===== config.mk =====
export PLATFORM = sky130hd
export DESIGN_NAME = sliding_window_angle_speed_estimator
export DESIGN_NICKNAME = d
export VERILOG_FILES = /design/src/rtl/core/swase_pkg.sv /design/src/rtl/core/sliding_window_angle_speed_estimator.sv /design/src/rtl/core/swase_incr.sv /design/src/rtl/core/swase_window.sv /design/src/rtl/core/swase_scale.sv
export SDC_FILE = /design/constraint.sdc
export NUM_CORES = 1
export LEC_CHECK = 0
export BUFFER_PORTS_ARGS = -buffer_cell sky130_fd_sc_hd__buf_2
export CAP_MARGIN = 30
export CORE_UTILIZATION = 45
export CTS_BUF_LIST = sky130_fd_sc_hd__clkbuf_8
export DETAILED_ROUTE_END_ITERATION = 8
export GPL_ROUTABILITY_DRIVEN = 0
export PLACE_DENSITY_LB_ADDON = 0.25
export SYNTH_ARGS = -nofsm -noshare
export SYNTH_HDL_FRONTEND = slang
export SYNTH_SLANG_ARGS = --single-unit

===== constraint.sdc =====
create_clock -name i_clk -period 9.84 [get_ports i_clk]
set_input_delay 1.476 -clock i_clk [delete_from_list [all_inputs] [get_ports i_clk]]
set_output_delay 1.476 -clock i_clk [all_outputs]
set_load 0.01 [all_outputs]

===== src/rtl/core/swase_pkg.sv =====
// shared types and constants for the sliding window angle speed estimator
package swase_pkg;

    localparam int ANGLE_W     = 12;
    localparam int INC_W       = 12;
    localparam int SPEED_W     = 15;
    localparam int WRAP_W      = 14;

    localparam int WRAP_OFFSET = 7200;
    localparam int FULL_TURN   = 3600;
    localparam int BACK_LIMIT  = 2000;
    localparam int BACK_SUBST  = 5;
    localparam int INC_MAX     = 3599;

    localparam int SCALE_NUM   = 400;
    localparam int SCALE_DEN   = 3;
    localparam int SPEED_MAX   = 32767;

    typedef logic [ANGLE_W-1:0] t_angle;
    typedef logic [INC_W-1:0]   t_inc;
    typedef logic [SPEED_W-1:0] t_speed;

    // status carried alongside an item between pipeline stages
    typedef struct packed {
        logic vld;
        logic speed_valid;
    } t_stage;

endpackage


===== src/rtl/core/sliding_window_angle_speed_estimator.sv =====
// an accepted item goes through the input register and the window update to the result register
// throughput: one item per cycle; input register, window update and result register move
// together, so a stall on the master side holds all three stages
// the window update (ring slot, running sum) is done once per item
// reset (synchronous, active low) empties the pipeline and restarts warm-up
// the ring itself is not cleared: warm-up writes every slot before any is read back
module sliding_window_angle_speed_estimator
    import swase_pkg::*;
#(
    parameter int WINDOW_LENGTH = 16
) (
    input  logic        i_clk,
    input  logic        i_rst_n,
    input  logic        i_s_tvalid,
    output logic        o_s_tready,
    input  logic [23:0] i_s_tdata,   // angle_now[11:0], angle_before[23:12]
    output logic        o_m_tvalid,
    input  logic        i_m_tready,
    output logic [15:0] o_m_tdata,   // speed_estimate[14:0], zero[15]
    output logic        o_m_tuser    // speed_valid[0]
);

    localparam int SUM_W = $clog2(WINDOW_LENGTH * INC_MAX + 1);

    logic             adv;
    logic             r_in_vld;
    t_angle           r_now;
    t_angle           r_before;
    t_inc             inc;
    logic             small_back;
    logic [SUM_W-1:0] win_sum;
    logic             win_flag;
    logic             r_b_vld;
    t_stage           b_stage;
    t_stage           out_stage;
    t_speed           out_speed;

    assign adv        = !out_stage.vld || i_m_tready;
    assign o_s_tready = adv;

    always_ff @(posedge i_clk) begin
        if (!i_rst_n) begin
            r_in_vld <= 1'b0;
            r_b_vld  <= 1'b0;
        end else if (adv) begin
            r_in_vld <= i_s_tvalid;
            r_b_vld  <= r_in_vld;
        end
    end

    always_ff @(posedge i_clk) begin
        if (adv && i_s_tvalid) begin
            r_now    <= i_s_tdata[ANGLE_W-1:0];
            r_before <= i_s_tdata[2*ANGLE_W-1:ANGLE_W];
        end
    end

    swase_incr u_incr (
        .i_angle_now    (r_now),
        .i_angle_before (r_before),
        .o_inc          (inc),
        .o_small_back   (small_back)
    );

    swase_window #(
        .WINDOW_LENGTH (WINDOW_LENGTH),
        .SUM_W         (SUM_W)
    ) u_window (
        .i_clk         (i_clk),
        .i_rst_n       (i_rst_n),
        .i_en          (adv && r_in_vld),
        .i_inc         (inc),
        .i_small_back  (small_back),
        .o_sum         (win_sum),
        .o_speed_valid (win_flag)
    );

    assign b_stage.vld         = r_b_vld;
    assign b_stage.speed_valid = win_flag;

    swase_scale #(
        .WINDOW_LENGTH (WINDOW_LENGTH),
        .SUM_W         (SUM_W)
    ) u_scale (
        .i_clk   (i_clk),
        .i_rst_n (i_rst_n),
        .i_en    (adv),
        .i_stage (b_stage),
        .i_sum   (win_sum),
        .o_stage (out_stage),
        .o_speed (out_speed)
    );

    assign o_m_tvalid = out_stage.vld;
    assign o_m_tdata  = {1'b0, out_speed};
    assign o_m_tuser  = out_stage.speed_valid;

    // warm-up results carry a zero speed
    a_warmup_zero: assert property (@(posedge i_clk) disable iff (!i_rst_n)
        (o_m_tvalid && !o_m_tuser) |-> (o_m_tdata == 16'd0))
        else $error("warm-up result with nonzero speed");

    // once a full-window result has gone out, no warm-up result follows
    a_flag_sticky: assert property (@(posedge i_clk) disable iff (!i_rst_n)
        (o_m_tvalid && o_m_tuser) |=> !(o_m_tvalid && !o_m_tuser))
        else $error("warm-up result after window filled");

    // an accepted item always lands in the input register
    a_in_capture: assert property (@(posedge i_clk) disable iff (!i_rst_n)
        (i_s_tvalid && o_s_tready) |=> r_in_vld)
        else $error("accepted item lost at input register");

    // an item in the window stage moves on to the result register when not stalled
    a_stage_move: assert property (@(posedge i_clk) disable iff (!i_rst_n)
        (r_b_vld && adv) |=> o_m_tvalid)
        else $error("item dropped between window and result stages");

endmodule


===== src/rtl/core/swase_incr.sv =====
// wrapped angle increment and small backward step detection
module swase_incr
    import swase_pkg::*;
(
    input  t_angle i_angle_now,
    input  t_angle i_angle_before,
    output t_inc   o_inc,
    output logic   o_small_back
);

    logic [WRAP_W-1:0]  wrap_sum;
    logic [ANGLE_W-1:0] back_diff;

    // d + 7200 always lies in 3105..11295, so 14-bit wraparound math is exact
    assign wrap_sum = WRAP_W'(i_angle_now) + WRAP_W'(WRAP_OFFSET) - WRAP_W'(i_angle_before);

    always_comb begin
        if (wrap_sum >= WRAP_W'(3 * FULL_TURN)) begin
            o_inc = INC_W'(wrap_sum - WRAP_W'(3 * FULL_TURN));
        end else if (wrap_sum >= WRAP_W'(2 * FULL_TURN)) begin
            o_inc = INC_W'(wrap_sum - WRAP_W'(2 * FULL_TURN));
        end else if (wrap_sum >= WRAP_W'(FULL_TURN)) begin
            o_inc = INC_W'(wrap_sum - WRAP_W'(FULL_TURN));
        end else begin
            o_inc = INC_W'(wrap_sum);
        end
    end

    assign back_diff    = i_angle_before - i_angle_now;
    assign o_small_back = (i_angle_before > i_angle_now) && (back_diff < ANGLE_W'(BACK_LIMIT));

endmodule


===== src/rtl/core/swase_window.sv =====
// increment ring, running sum, write index and warm-up tracking
module swase_window
    import swase_pkg::*;
#(
    parameter int WINDOW_LENGTH = 16,
    parameter int SUM_W         = 16
) (
    input  logic             i_clk,
    input  logic             i_rst_n,
    input  logic             i_en,
    input  t_inc             i_inc,
    input  logic             i_small_back,
    output logic [SUM_W-1:0] o_sum,
    output logic             o_speed_valid
);

    localparam int IDX_W = (WINDOW_LENGTH > 1) ? $clog2(WINDOW_LENGTH) : 1;

    t_inc             ring_mem [WINDOW_LENGTH];
    t_inc             r_old;
    t_inc             wr_inc;
    logic [IDX_W-1:0] r_idx;
    logic [IDX_W-1:0] n_idx;
    logic [IDX_W-1:0] rd_addr;
    logic [SUM_W-1:0] r_sum;
    logic [SUM_W-1:0] n_sum;
    logic             r_full;
    logic             n_full;
    logic             r_flag;
    logic             wrap_idx;

    assign wrap_idx = (r_idx == IDX_W'(WINDOW_LENGTH - 1));
    assign wr_inc   = (!r_full && i_small_back) ? INC_W'(BACK_SUBST) : i_inc;

    always_comb begin
        n_idx  = r_idx;
        n_full = r_full;
        n_sum  = r_sum;
        if (i_en) begin
            n_idx  = wrap_idx ? '0 : r_idx + IDX_W'(1);
            n_full = r_full | wrap_idx;
            if (r_full) begin
                n_sum = r_sum - SUM_W'(r_old) + SUM_W'(wr_inc);
            end else begin
                n_sum = r_sum + SUM_W'(wr_inc);
            end
        end
    end

    // read port prefetches the slot that the next item will overwrite
    assign rd_addr = i_en ? n_idx : r_idx;

    always_ff @(posedge i_clk) begin
        if (i_en) begin
            ring_mem[r_idx] <= wr_inc;
        end
        if (i_en && (rd_addr == r_idx)) begin
            r_old <= wr_inc;
        end else begin
            r_old <= ring_mem[rd_addr];
        end
    end

    always_ff @(posedge i_clk) begin
        if (!i_rst_n) begin
            r_idx  <= '0;
            r_sum  <= '0;
            r_full <= 1'b0;
            r_flag <= 1'b0;
        end else begin
            r_idx  <= n_idx;
            r_sum  <= n_sum;
            r_full <= n_full;
            if (i_en) begin
                r_flag <= r_full;
            end
        end
    end

    assign o_sum         = r_sum;
    assign o_speed_valid = r_flag;

endmodule


===== src/rtl/core/swase_scale.sv =====
// speed scaling by reciprocal multiply, saturation, zero speed during warm-up and result register
module swase_scale
    import swase_pkg::*;
#(
    parameter int WINDOW_LENGTH = 16,
    parameter int SUM_W         = 16
) (
    input  logic             i_clk,
    input  logic             i_rst_n,
    input  logic             i_en,
    input  t_stage           i_stage,
    input  logic [SUM_W-1:0] i_sum,
    output t_stage           o_stage,
    output t_speed           o_speed
);

    // floor(sum*400/(3*W)) equals (sum*MULT)>>SHIFT while sum*err < 2^SHIFT
    localparam longint unsigned DEN    = longint'(SCALE_DEN) * longint'(WINDOW_LENGTH);
    localparam int              SHIFT  = SUM_W + 8;
    localparam longint unsigned MULT   =
        (longint'(SCALE_NUM) * (64'd1 << SHIFT) + DEN - 64'd1) / DEN;
    localparam int              MULT_W = $clog2(MULT + 64'd1);
    localparam int              PROD_W = SUM_W + MULT_W;
    localparam int              Q_W    = PROD_W - SHIFT;

    logic [PROD_W-1:0] prod;
    logic [Q_W-1:0]    quot;
    t_speed            n_speed;
    t_stage            r_stage;
    t_speed            r_speed;

    assign prod = PROD_W'(i_sum) * PROD_W'(MULT_W'(MULT));
    assign quot = prod[PROD_W-1:SHIFT];

    always_comb begin
        if (!i_stage.speed_valid) begin
            n_speed = '0;
        end else if (32'(quot) > 32'(SPEED_MAX)) begin
            n_speed = SPEED_W'(SPEED_MAX);
        end else begin
            n_speed = quot[SPEED_W-1:0];
        end
    end

    always_ff @(posedge i_clk) begin
        if (!i_rst_n) begin
            r_stage <= '0;
        end else if (i_en) begin
            r_stage <= i_stage;
        end
    end

    always_ff @(posedge i_clk) begin
        if (i_en) begin
            r_speed <= n_speed;
        end
    end

    assign o_stage = r_stage;
    assign o_speed = r_speed;

endmodule


==> results of run 1 <==
[cells by family (layout without fill, tap and decap cells)]
family | count (synthesis) | in the layout | synth area share
simple gates | 313 | 313 | 0.0843
xor+xnor | 51 | 51 | 0.0243
other cells | 1 | 1 | 0.000200
mux | 60 | 60 | 0.0649
flops | 269 | 269 | 0.411
buf+inv | 268 | 372 | 0.0549
fa+ha+maj | 314 | 314 | 0.250
compound gates | 294 | 294 | 0.110
[routing by layer]
metal | part of all wire | GRT usage | vias up | wire [um]
li1 | - | - | 5813 | -
met1 | 0.45 | 0.274 | 5965 | 18600
met2 | 0.48 | 0.338 | 283 | 19800
met3 | 0.049 | 0.0336 | 67 | 2010
met4 | 0.021 | 0.0551 | 0 | 860
met5 | 0 | 0 | - | 0
[metrics by stage]
stage | utilization | power [mW] | hold slack [ns] | area [um^2]
after floorplan | - | 3.07 | 0.437 | 18700
after global placement | 0.478 | 3.56 | 0.447 | 19500
after detailed placement | 0.479 | 3.59 | 0.458 | 19600
after CTS | 0.503 | 4.67 | 0.465 | 20600
after global routing | 0.503 | 5.01 | 0.511 | 20600
final | 0.503 | 4.63 | 0.466 | 20600
[worst max-delay path, cell delays in order, from the launching register on]
cell and delay [ns]:
dfxtp_1 0.56, ha_1 0.35, inv_1 0.09, fa_1 0.41, inv_1 0.16, fa_1 0.57
fa_1 0.68, inv_1 0.09, fa_1 0.45, fa_1 0.51, inv_1 0.04, ha_1 0.32
and4_1 0.24, nand2_1 0.06, nor3_1 0.22, o311ai_1 0.18, a21oi_1 0.48, a211oi_2 0.18
o31a_1 0.37, mux2i_1 0.17, nand4_1 0.50, o21a_1 0.37
[how the worst max path moves through the flow]
| stage | start | endpoint | slack, ns | depth (start not counted) |
|---|---|---|---|---|
| 6_report | u_window.o_sum[12] | u_scale.o_speed[13] | 2.59 | 21 |
| 5_1_grt | u_window.o_sum[12] | u_scale.o_speed[1] | 2.08 | 20 |
| 4_1_cts | u_window.o_sum[12] | u_scale.o_speed[2] | 2.60 | 20 |
| 3_5_place_dp | u_window.o_sum[12] | u_scale.o_speed[13] | 2.61 | 20 |
| 3_3_place_gp | u_window.o_sum[12] | u_scale.o_speed[13] | 2.69 | 20 |
| 2_1_floorplan | u_window.o_sum[12] | u_scale.o_speed[7] | 3.37 | 21 |
[flip-flops by register name (all words and copies together), names as in the netlist, 2 cells and up, named ones only]
signal	cells
u_window.r_old	12
r_now	12
u_window.o_sum	16
r_before	12
u_scale.o_speed	15
u_window.ring_mem	192
u_scale.o_stage	2
[layout by cell type, fill, tap and decap left out, types with 38 or more instances in the layout]
cell | synthesis | final
nor2_1 | 65 | 65
ha_1 | 213 | 213
fa_1 | 101 | 101
inv_1 | 228 | 244
dfxtp_1 | 38 | 38
clkbuf_8 | 0 | 51
mux4_2 | 48 | 48
nand2_1 | 87 | 87
buf_2 | 8 | 45
a211oi_1 | 44 | 44
edfxtp_1 | 231 | 231
a21oi_1 | 57 | 55
[cell type report]
cell class	instances	share of cell area
Multi-Input combinational cell	1033	0.487
Sequential cell	269	0.374
Inverter	228	0.0416
Clock buffer	51	0.0341
Tap cell	532	0.0324
Timing Repair Buffer	58	0.0176
Clock inverter	35	0.0128
[power breakdown]
group / switching [mW] / internal [mW] / total, mW
combinational: 1.29 / 0.863 / 2.16
clock: 0.485 / 0.566 / 1.05
sequential: 0.0328 / 1.39 / 1.42
total: 1.81 / 2.82 / 4.63
==> flow_metrics.py, run 1 <==
metrics = {
    "outcome": {
        "status": "completed",
    },
    "pwr": {
        "peakVddDrop_uv": 141,
        "p_leak_nw": 9.00,
        "power.density_nw_per_um2": 225,
    },
    "cts": {
        "path_clk_slew_ns": 0.06,
        "cts_max_level": 2,
        "cts_setup_buffers": 0,
        "root_buffer": "clkbuf_8",
        "hold_buffers": 0,
        "cts_tree": "built",
        "clockBufferDepth": 3,
        "clock_latency_ns": 0.63,
        "cts_resized": 0,
        "numCtsBuffers": 46,
        "cts_sinks": 269,
    },
    "setup_path": {
        "r2r_cells": 21,
        "r2r_slack_ns": 2.59,
        "crit_path_start_kind": "flop",
        "worst_r2r_startpoint": "u_window.o_sum[12]",
        "cp-end-kind": "flop",
        "cp.arrival_ns": 7.63,
        "r2r_end": "u_scale.o_speed[13]",
        "crit_required_ns": 10.22,
        "crit_type": "reg2reg",
        "crit_path_max_fanout": 15,
    },
    "sta": {
        "relSlewSlack": 0.292,
        "max_freq_mhz": 138,
        "slew_viol_final": 0,
        "period_minus_slack_ns": 7.25,
        "post-route-period-util": 0.737,
        "worst_slew_pin_slew_ns": 1.04,
        "skew_ns": 0.0273,
        "hold_viol": 0,
        "tns_ns": 0,
        "layout_setup_ws_ns": 2.59,
        "setup_viol": 0,
        "rsz0062_at_grt": "no",
    },
    "die": {
        "die_h_um": 206,
        "die_area_um2": 42400,
        "start_util": 0.457,
        "rows": 74,
        "dieWidth_um": 206,
        "core_um2": 40900,
        "ios": 47,
    },
    "detailed_routing": {
        "drt-wirelength-per-cell_um": 18.7,
        "drc_errors": 0,
        "drtAntennaViolNets": 0,
        "wl_um": 41200,
        "num_vias": 12100,
        "first_pass_iters": 5,
        "via_per_inst": 5.50,
        "drtIter0Drc": 790,
    },
    "finish": {
        "seqCellArea_um2": 7700,
        "area_growth_pct": 9.89,
        "nFillCells": 3619,
        "n_antenna_cell": 0,
        "finalNonFillerCells": 2206,
        "drive_gt1_frac": 0.116,
        "multi_input_area_um2": 10000,
        "nets": 1978,
    },
    "global_route": {
        "grt_pass1_wl_um": 66600,
        "grt_max_degree": 31,
        "grt.total_usage": 0.203,
        "grt_overflow": 0,
        "antenna_found_initial": 0,
        "grt_pass1_vias": 12500,
    },
    "synthesis": {
        "syn_inst": 1570,
        "synth_cell_type_count": 84,
        "synth_most_common_cell": "edfxtp_1",
        "yosys_warnings": 0,
        "synth_top_area_frac": 0.371,
        "async_flop_share": 0,
        "syn_area_um2": 18700,
        "synth_common_cells": "231 x edfxtp_1, 228 x inv_1, 213 x ha_1",
        "synth_nets": 1912,
        "ys_seq_area_frac": 0.411,
        "ys_seq_elements": 269,
        "synth_top_cells_by_area": "edfxtp_1 37%, ha_1 14%, fa_1 11%, mux4_2 5.8%, inv_1 4.6%",
        "syn_area_per_cell_um2": 11.9,
        "synth_top_area_cell": "edfxtp_1",
        "synth_flop_cell": "edfxtp_1",
        "synth_edf_count": 231,
    },
    "place": {
        "portBuffers": 45,
        "placed_cells": 2120,
        "hpwl_um": 30500,
        "pre_cts_ws_ns": 2.61,
    },
    "min_path": {
        "min_from": "r_b_vld",
        "worstHoldEndpoint": "r_b_vld",
        "hold_path_class": "reg2reg",
        "holdPathStages": 2,
    },
    "run": {
        "maxCapViolations": 0,
    },
}
No activity file was read; power rests on OpenSTA's default activity.
==> run 2, diff against run 1 <==
Clock period 9.84 ns to 6.03 ns, I/O delays scaled along.
==> run 2 against run 1 <==
Against the previous run: the run now ends with negative setup slack left; global-route usage about the same; critical path depth rose by 1; non-clock buffer count increased by 152; setup slack got worse by 2.7 ns; register-to-register slack lost 2.7 ns; clock power up 47%; power grew 80%; routed wire length increased by 1.6%; largest cell class unchanged.
==> flow_metrics.py, run 2 (synthesis gave the netlist of run 1 again) <==
metrics = {
    "sta": {
        "layout_setup_ws_ns": -0.141,
        "max_freq_mhz": 162,
        "setup_viol": 15,
        "hold_viol": 0,
        "post-route-period-util": 1.02,
        "period_minus_slack_ns": 6.17,
        "slew_viol_final": 0,
        "holdWs_ns": 0.444,
        "relSlewSlack": 0.365,
        "skew_ns": 0.0368,
        "worst_slew_pin_slew_ns": 0.950,
        "rsz0062_at_grt": "yes",
    },
    "cts": {
        "clockBufferDepth": 3,
        "cts_sinks": 269,
        "cts_tree": "built",
        "cts_max_level": 2,
        "path_clk_slew_ns": 0.06,
        "root_buffer": "clkbuf_8",
        "hold_buffers": 0,
        "clock_latency_ns": 0.63,
        "numCtsBuffers": 44,
    },
    "die": {
        "ios": 47,
        "start_util": 0.457,
        "die_area_um2": 42400,
        "dieWidth_um": 206,
        "core_um2": 40900,
        "die_h_um": 206,
        "rows": 74,
    },
    "global_route": {
        "grt_pass1_wl_um": 67100,
        "grt_overflow": 0,
        "antenna_found_initial": 1,
        "grt_pass1_vias": 13000,
        "grt_max_degree": 32,
        "grt.total_usage": 0.203,
    },
    "setup_path": {
        "cp.arrival_ns": 6.54,
        "cp-end-kind": "flop",
        "crit_path_start_kind": "flop",
        "critPathSlowestCell": "fa_2",
        "crit_required_ns": 6.40,
        "crit_chain": "ha_4, inv_1, fa_1, inv_2, fa_2, fa_2, inv_1, fa_2, inv_1, ha_1, ha_4, a21o_1, a21o_1, a221o_1, a221oi_4, a21oi_4, a211oi_4, o31a_1, mux2i_1, nand4_1, buf_6, o21a_1",
        "crit_path_max_fanout": 8,
        "slowest_delay_ns": 0.64,
        "crit_type": "reg2reg",
    },
    "detailed_routing": {
        "drc_errors": 0,
        "num_vias": 12700,
        "drtAntennaViolNets": 0,
        "first_pass_iters": 6,
        "drt-wirelength-per-cell_um": 17.8,
        "wl_um": 41900,
        "via_per_inst": 5.39,
        "drtIter0Drc": 827,
    },
    "finish": {
        "n_antenna_cell": 0,
        "final_cell_mix": "234 x inv_1, 231 x edfxtp_1, 195 x ha_1, 161 x buf_4, 94 x fa_1",
        "top_register": "u_window.ring_mem",
        "largest_reg_flops": 192,
        "nets": 2128,
        "final_common_cell": "inv_1",
        "area_growth_pct": 18.6,
        "drive_gt1_frac": 0.238,
        "finalNonFillerCells": 2353,
    },
    "outcome": {
        "status": "complete, but fails checks",
        "violations": "negative setup slack",
    },
    "pwr": {
        "p_leak_nw": 9.72,
        "power.density_nw_per_um2": 375,
        "peakVddDrop_uv": 231,
    },
    "place": {
        "portBuffers": 45,
        "placed_cells": 2254,
        "hpwl_um": 31500,
    },
    "run": {
        "maxCapViolations": 0,
    },
    "min_path": {
        "hold_path_class": "in2reg",
    },
}
run 2: cell count changes in the layout (fill, tap and decap cells not counted), moves of 6 or more:
cell      before  now
fa_2           0    7
ha_1         213  195
buf_4         11  161
inv_2          0    9
o21ai_0       37   30
inv_1        244  234
a211oi_1      44   38
ha_4           0   14
fa_1         101   94
a21oi_1       55   48
dfxtp_1       38   30
o21ai_2        2    9
run 2: layout make-up:
| cell class | count | area (um^2) |
|---|---|---|
| clock inverters | 34 | 200 |
| inverters | 228 | 856 |
| well taps | 532 | 666 |
| clock buffers | 47 | 647 |
| multi-input cells | 1033 | 10600 |
| repair buffers | 210 | 1500 |
| fillers | 3502 | 18700 |
| flip-flops and latches | 269 | 7720 |
run 2: worst paths after layout:
kind              slack (ns)                 end          startpoint  depth (start not counted)
setup / recovery       -0.14  u_scale.o_speed[1]  u_window.o_sum[12]                         22
hold / removal          0.44         r_before[0]       i_s_tdata[12]                          1
setup reg to reg       -0.14  u_scale.o_speed[1]  u_window.o_sum[12]                         22
hold reg to reg         0.46  u_scale.o_stage[0]  u_scale.o_stage[0]                          2
run 2: power by group:
part | internal [mW] | total (mW) | switching [mW]
Combinational | 2.02 | 4.49 | 2.47
Clock | 0.778 | 1.54 | 0.760
Sequential | 2.26 | 2.29 | 0.0354
run 2: per-layer routing:
metal  track usage  up-vias  wire (um)
li1              -     6108          -
met1         0.269     6254      18900
met2         0.340      258      20200
met3        0.0319       65       1620
met4        0.0685        0       1140
met5             0        -          0
run 2: metrics by stage:
step                      utilization  setup TNS [ns]  worst slack [ns]  area (um^2)  power (mW)
after floorplan                     -               0           0.00605        18900        5.08
after global placement          0.506           -2.21            -0.147        20700        6.27
after detailed placement        0.506           -3.85            -0.240        20700        6.33
after CTS                       0.530           -2.78            -0.203        21700        7.99
after global routing            0.542           -5.15            -0.341        22200        9.00
final                           0.542           -1.82            -0.141        22200        8.33
run 2: what timing repair did:
item,4_1_cts,5_1_grt
gates resized for setup,16,84
cloned,0,1
pin swaps,9,74
setup buffers,2,16
endpoints found under the setup margin,19,22
run 2: critical path: cells and delay by family, from the launching register on:
family	cells	cell delay [ns]
AO/OA/AOI/OAI	8	1.74
adder cells (fa/ha/maj)	7	2.90
buffers and inverters	5	0.47
flip-flops	1	0.36
multiplexers	1	0.22
AND/OR/NAND/NOR	1	0.22
==> run 3, diff against run 2 <==
--- a/config.mk
+++ b/config.mk
@@ -8,4 +8,5 @@
 export BUFFER_PORTS_ARGS = -buffer_cell sky130_fd_sc_hd__buf_2
 export CAP_MARGIN = 30
+export CORE_ASPECT_RATIO = 0.8
 export CORE_UTILIZATION = 45
 export CTS_BUF_LIST = sky130_fd_sc_hd__clkbuf_8
==> constraint.sdc (replaced) <==
create_clock -name i_clk -period 6.03 [get_ports i_clk]
set_input_delay 0.9045 -clock i_clk [delete_from_list [all_inputs] [get_ports i_clk]]
set_output_delay 0.9045 -clock i_clk [all_outputs]
set_load 0.1 [all_outputs]
==> run 3 against run 2 <==
Against the previous run: the flow still finishes with violations (negative setup slack); clock power rose by 6%; power rose by 3.2%; clock-buffer cell count rose by 1; routed wire length up 3.1%; clock skew decreased by 0.0060 ns; die area barely moved; combinational power is 4% higher; setup slack gained 0.091 ns; sequential cell count stayed put; highest routed layer unchanged.
==> flow_metrics.py, run 3 (synthesis gave the netlist of run 1 again) <==
metrics = {
    "min_path": {
        "hold_path_class": "reg2reg",
        "holdPathStages": 2,
        "min_from": "r_b_vld",
        "worstHoldEndpoint": "r_b_vld",
    },
    "pwr": {
        "p_leak_nw": 9.83,
        "power.density_nw_per_um2": 381,
        "peakVddDrop_uv": 216,
        "p_total_mw": 8.59,
    },
    "die": {
        "core_um2": 40800,
        "dieWidth_um": 230,
        "ios": 47,
        "start_util": 0.459,
        "die_h_um": 184,
        "rows": 66,
        "die_area_um2": 42400,
    },
    "detailed_routing": {
        "drt-wirelength-per-cell_um": 18.1,
        "drc_errors": 0,
        "wl_um": 43200,
        "num_vias": 12800,
        "drtAntennaViolNets": 0,
        "via_per_inst": 5.36,
        "first_pass_iters": 6,
        "drtIter0Drc": 815,
    },
    "cts": {
        "numCtsBuffers": 43,
        "clockBufferDepth": 3,
        "clock_latency_ns": 0.59,
        "path_clk_slew_ns": 0.06,
        "hold_buffers": 0,
        "cts_tree": "built",
        "cts_max_level": 2,
        "cts_sinks": 269,
        "root_buffer": "clkbuf_8",
    },
    "setup_path": {
        "crit_type": "reg2reg",
        "crit_chain": "ha_4, inv_2, fa_2, inv_4, fa_2, fa_2, buf_4, fa_1, inv_2, fa_1, inv_2, ha_4, and4_1, a221o_1, a221oi_2, a21oi_2, buf_6, a41o_4, and3b_1, nor3_2, nand4_1, buf_6, o21a_1",
        "critPathSlowestCell": "fa_2",
        "r2r_end": "u_scale.o_speed[1]",
        "cp.arrival_ns": 6.41,
        "crit_path_max_fanout": 8,
        "r2r_cells": 23,
        "path_buf_inv": 7,
        "crit_required_ns": 6.36,
        "cp_top_family": "adder cells",
        "crit_path_start_kind": "flop",
        "worst_r2r_startpoint": "u_window.o_sum[12]",
        "slowest_delay_ns": 0.55,
        "cp-end-kind": "flop",
        "r2r_slack_ns": -0.05,
    },
    "global_route": {
        "grt_max_degree": 31,
        "grt_pass1_wl_um": 69900,
        "grt_overflow": 0,
        "grt.total_usage": 0.209,
        "antenna_found_initial": 0,
        "grt_pass1_vias": 13300,
    },
    "sta": {
        "slew_viol_final": 0,
        "worst_slew_pin_slew_ns": 1.01,
        "hold_viol": 0,
        "max_freq_mhz": 164,
        "skew_ns": 0.0308,
        "holdWs_ns": 0.465,
        "period_minus_slack_ns": 6.08,
        "setup_viol": 16,
        "layout_setup_ws_ns": -0.0496,
        "relSlewSlack": 0.325,
        "rsz0062_at_grt": "yes",
        "post-route-period-util": 1.01,
    },
    "place": {
        "portBuffers": 45,
        "placed_cells": 2286,
        "pre_cts_ws_ns": -0.406,
        "hpwl_um": 31900,
    },
    "finish": {
        "drive_gt1_frac": 0.268,
        "seqCellArea_um2": 7710,
        "area_growth_pct": 20.4,
        "final_common_cell": "edfxtp_1",
        "n_antenna_cell": 0,
        "largest_reg_flops": 192,
        "final_cell_mix": "231 x edfxtp_1, 220 x inv_1, 185 x ha_1, 180 x buf_4, 91 x fa_1",
        "finalNonFillerCells": 2385,
        "nets": 2150,
        "multi_input_area_um2": 10700,
        "top_register": "u_window.ring_mem",
        "nFillCells": 3472,
    },
    "run": {
        "maxCapViolations": 0,
    },
    "outcome": {
        "status": "complete, but fails checks",
        "violations": "negative setup slack",
    },
}
[run 3: where the power goes]
group	internal [mW]	switching, mW	total [mW]	leakage [nW]
registers	2.26	0.0353	2.29	2.47
clock network	0.871	0.765	1.64	0.483
logic	2.11	2.55	4.66	6.88
total	5.24	3.35	8.59	9.83
[run 3: worst max-delay path by stage]
stage,startpoint,to,slack [ns],cells past startpoint
after floorplan,r_now[1],u_window.o_sum[14],0.006,29
after global placement,u_window.o_sum[1],u_scale.o_speed[3],-0.25,23
after detailed placement,u_window.o_sum[1],u_scale.o_speed[1],-0.41,23
after CTS,u_window.o_sum[12],u_scale.o_speed[11],-0.13,24
after global routing,u_window.o_sum[3],u_scale.o_speed[1],-0.30,23
final,u_window.o_sum[12],u_scale.o_speed[1],-0.05,23
[run 3: final cells by class]
class / count / area share
Inverter: 228 / 0.0381
Tap cell: 544 / 0.0302
Timing Repair Buffer: 233 / 0.0748
Clock buffer: 48 / 0.0293
Sequential cell: 269 / 0.342
Multi-Input combinational cell: 1033 / 0.475
Clock inverter: 30 / 0.0102
[run 3: routing by layer]
metal | GRT usage | wire [um] | up-vias
met1 | 0.294 | 20500 | 6309
met3 | 0.0399 | 2300 | 56
met4 | 0.0466 | 664 | 0
li1 | - | - | 6146
met2 | 0.335 | 19700 | 281
met5 | 0 | 0 | -
[run 3: per-stage QoR]
step / util / setup TNS (ns) / instance area, um^2
final: 0.553 / -0.370 / 22500
after global routing: 0.553 / -4.96 / 22500
after CTS: 0.540 / -1.50 / 22000
after detailed placement: 0.512 / -6.29 / 20900
after global placement: 0.511 / -4.00 / 20900
after floorplan: - / 0 / 18900
[run 3: worst reg2reg max path, cell delays in order, from the launching register on]
cell      delay [ns]
dfxtp_4         0.35
ha_4            0.27
inv_2           0.03
fa_2            0.54
inv_4           0.05
fa_2            0.56
fa_2            0.47
buf_4           0.16
fa_1            0.43
inv_2           0.07
fa_1            0.39
inv_2           0.08
ha_4            0.19
and4_1          0.17
a221o_1         0.36
a221oi_2        0.26
a21oi_2         0.10
buf_6           0.15
a41o_4          0.30
and3b_1         0.17
nor3_2          0.18
nand4_1         0.18
buf_6           0.18
o21a_1          0.19
[run 3: what timing repair did]
item                                   CTS  global route
setup endpoints to repair               20            22
gates cloned                             1             0
pin swaps                               43            60
buffers inserted                        10            10
gates resized for setup                 44            91
endpoints found under the hold margin    0             0
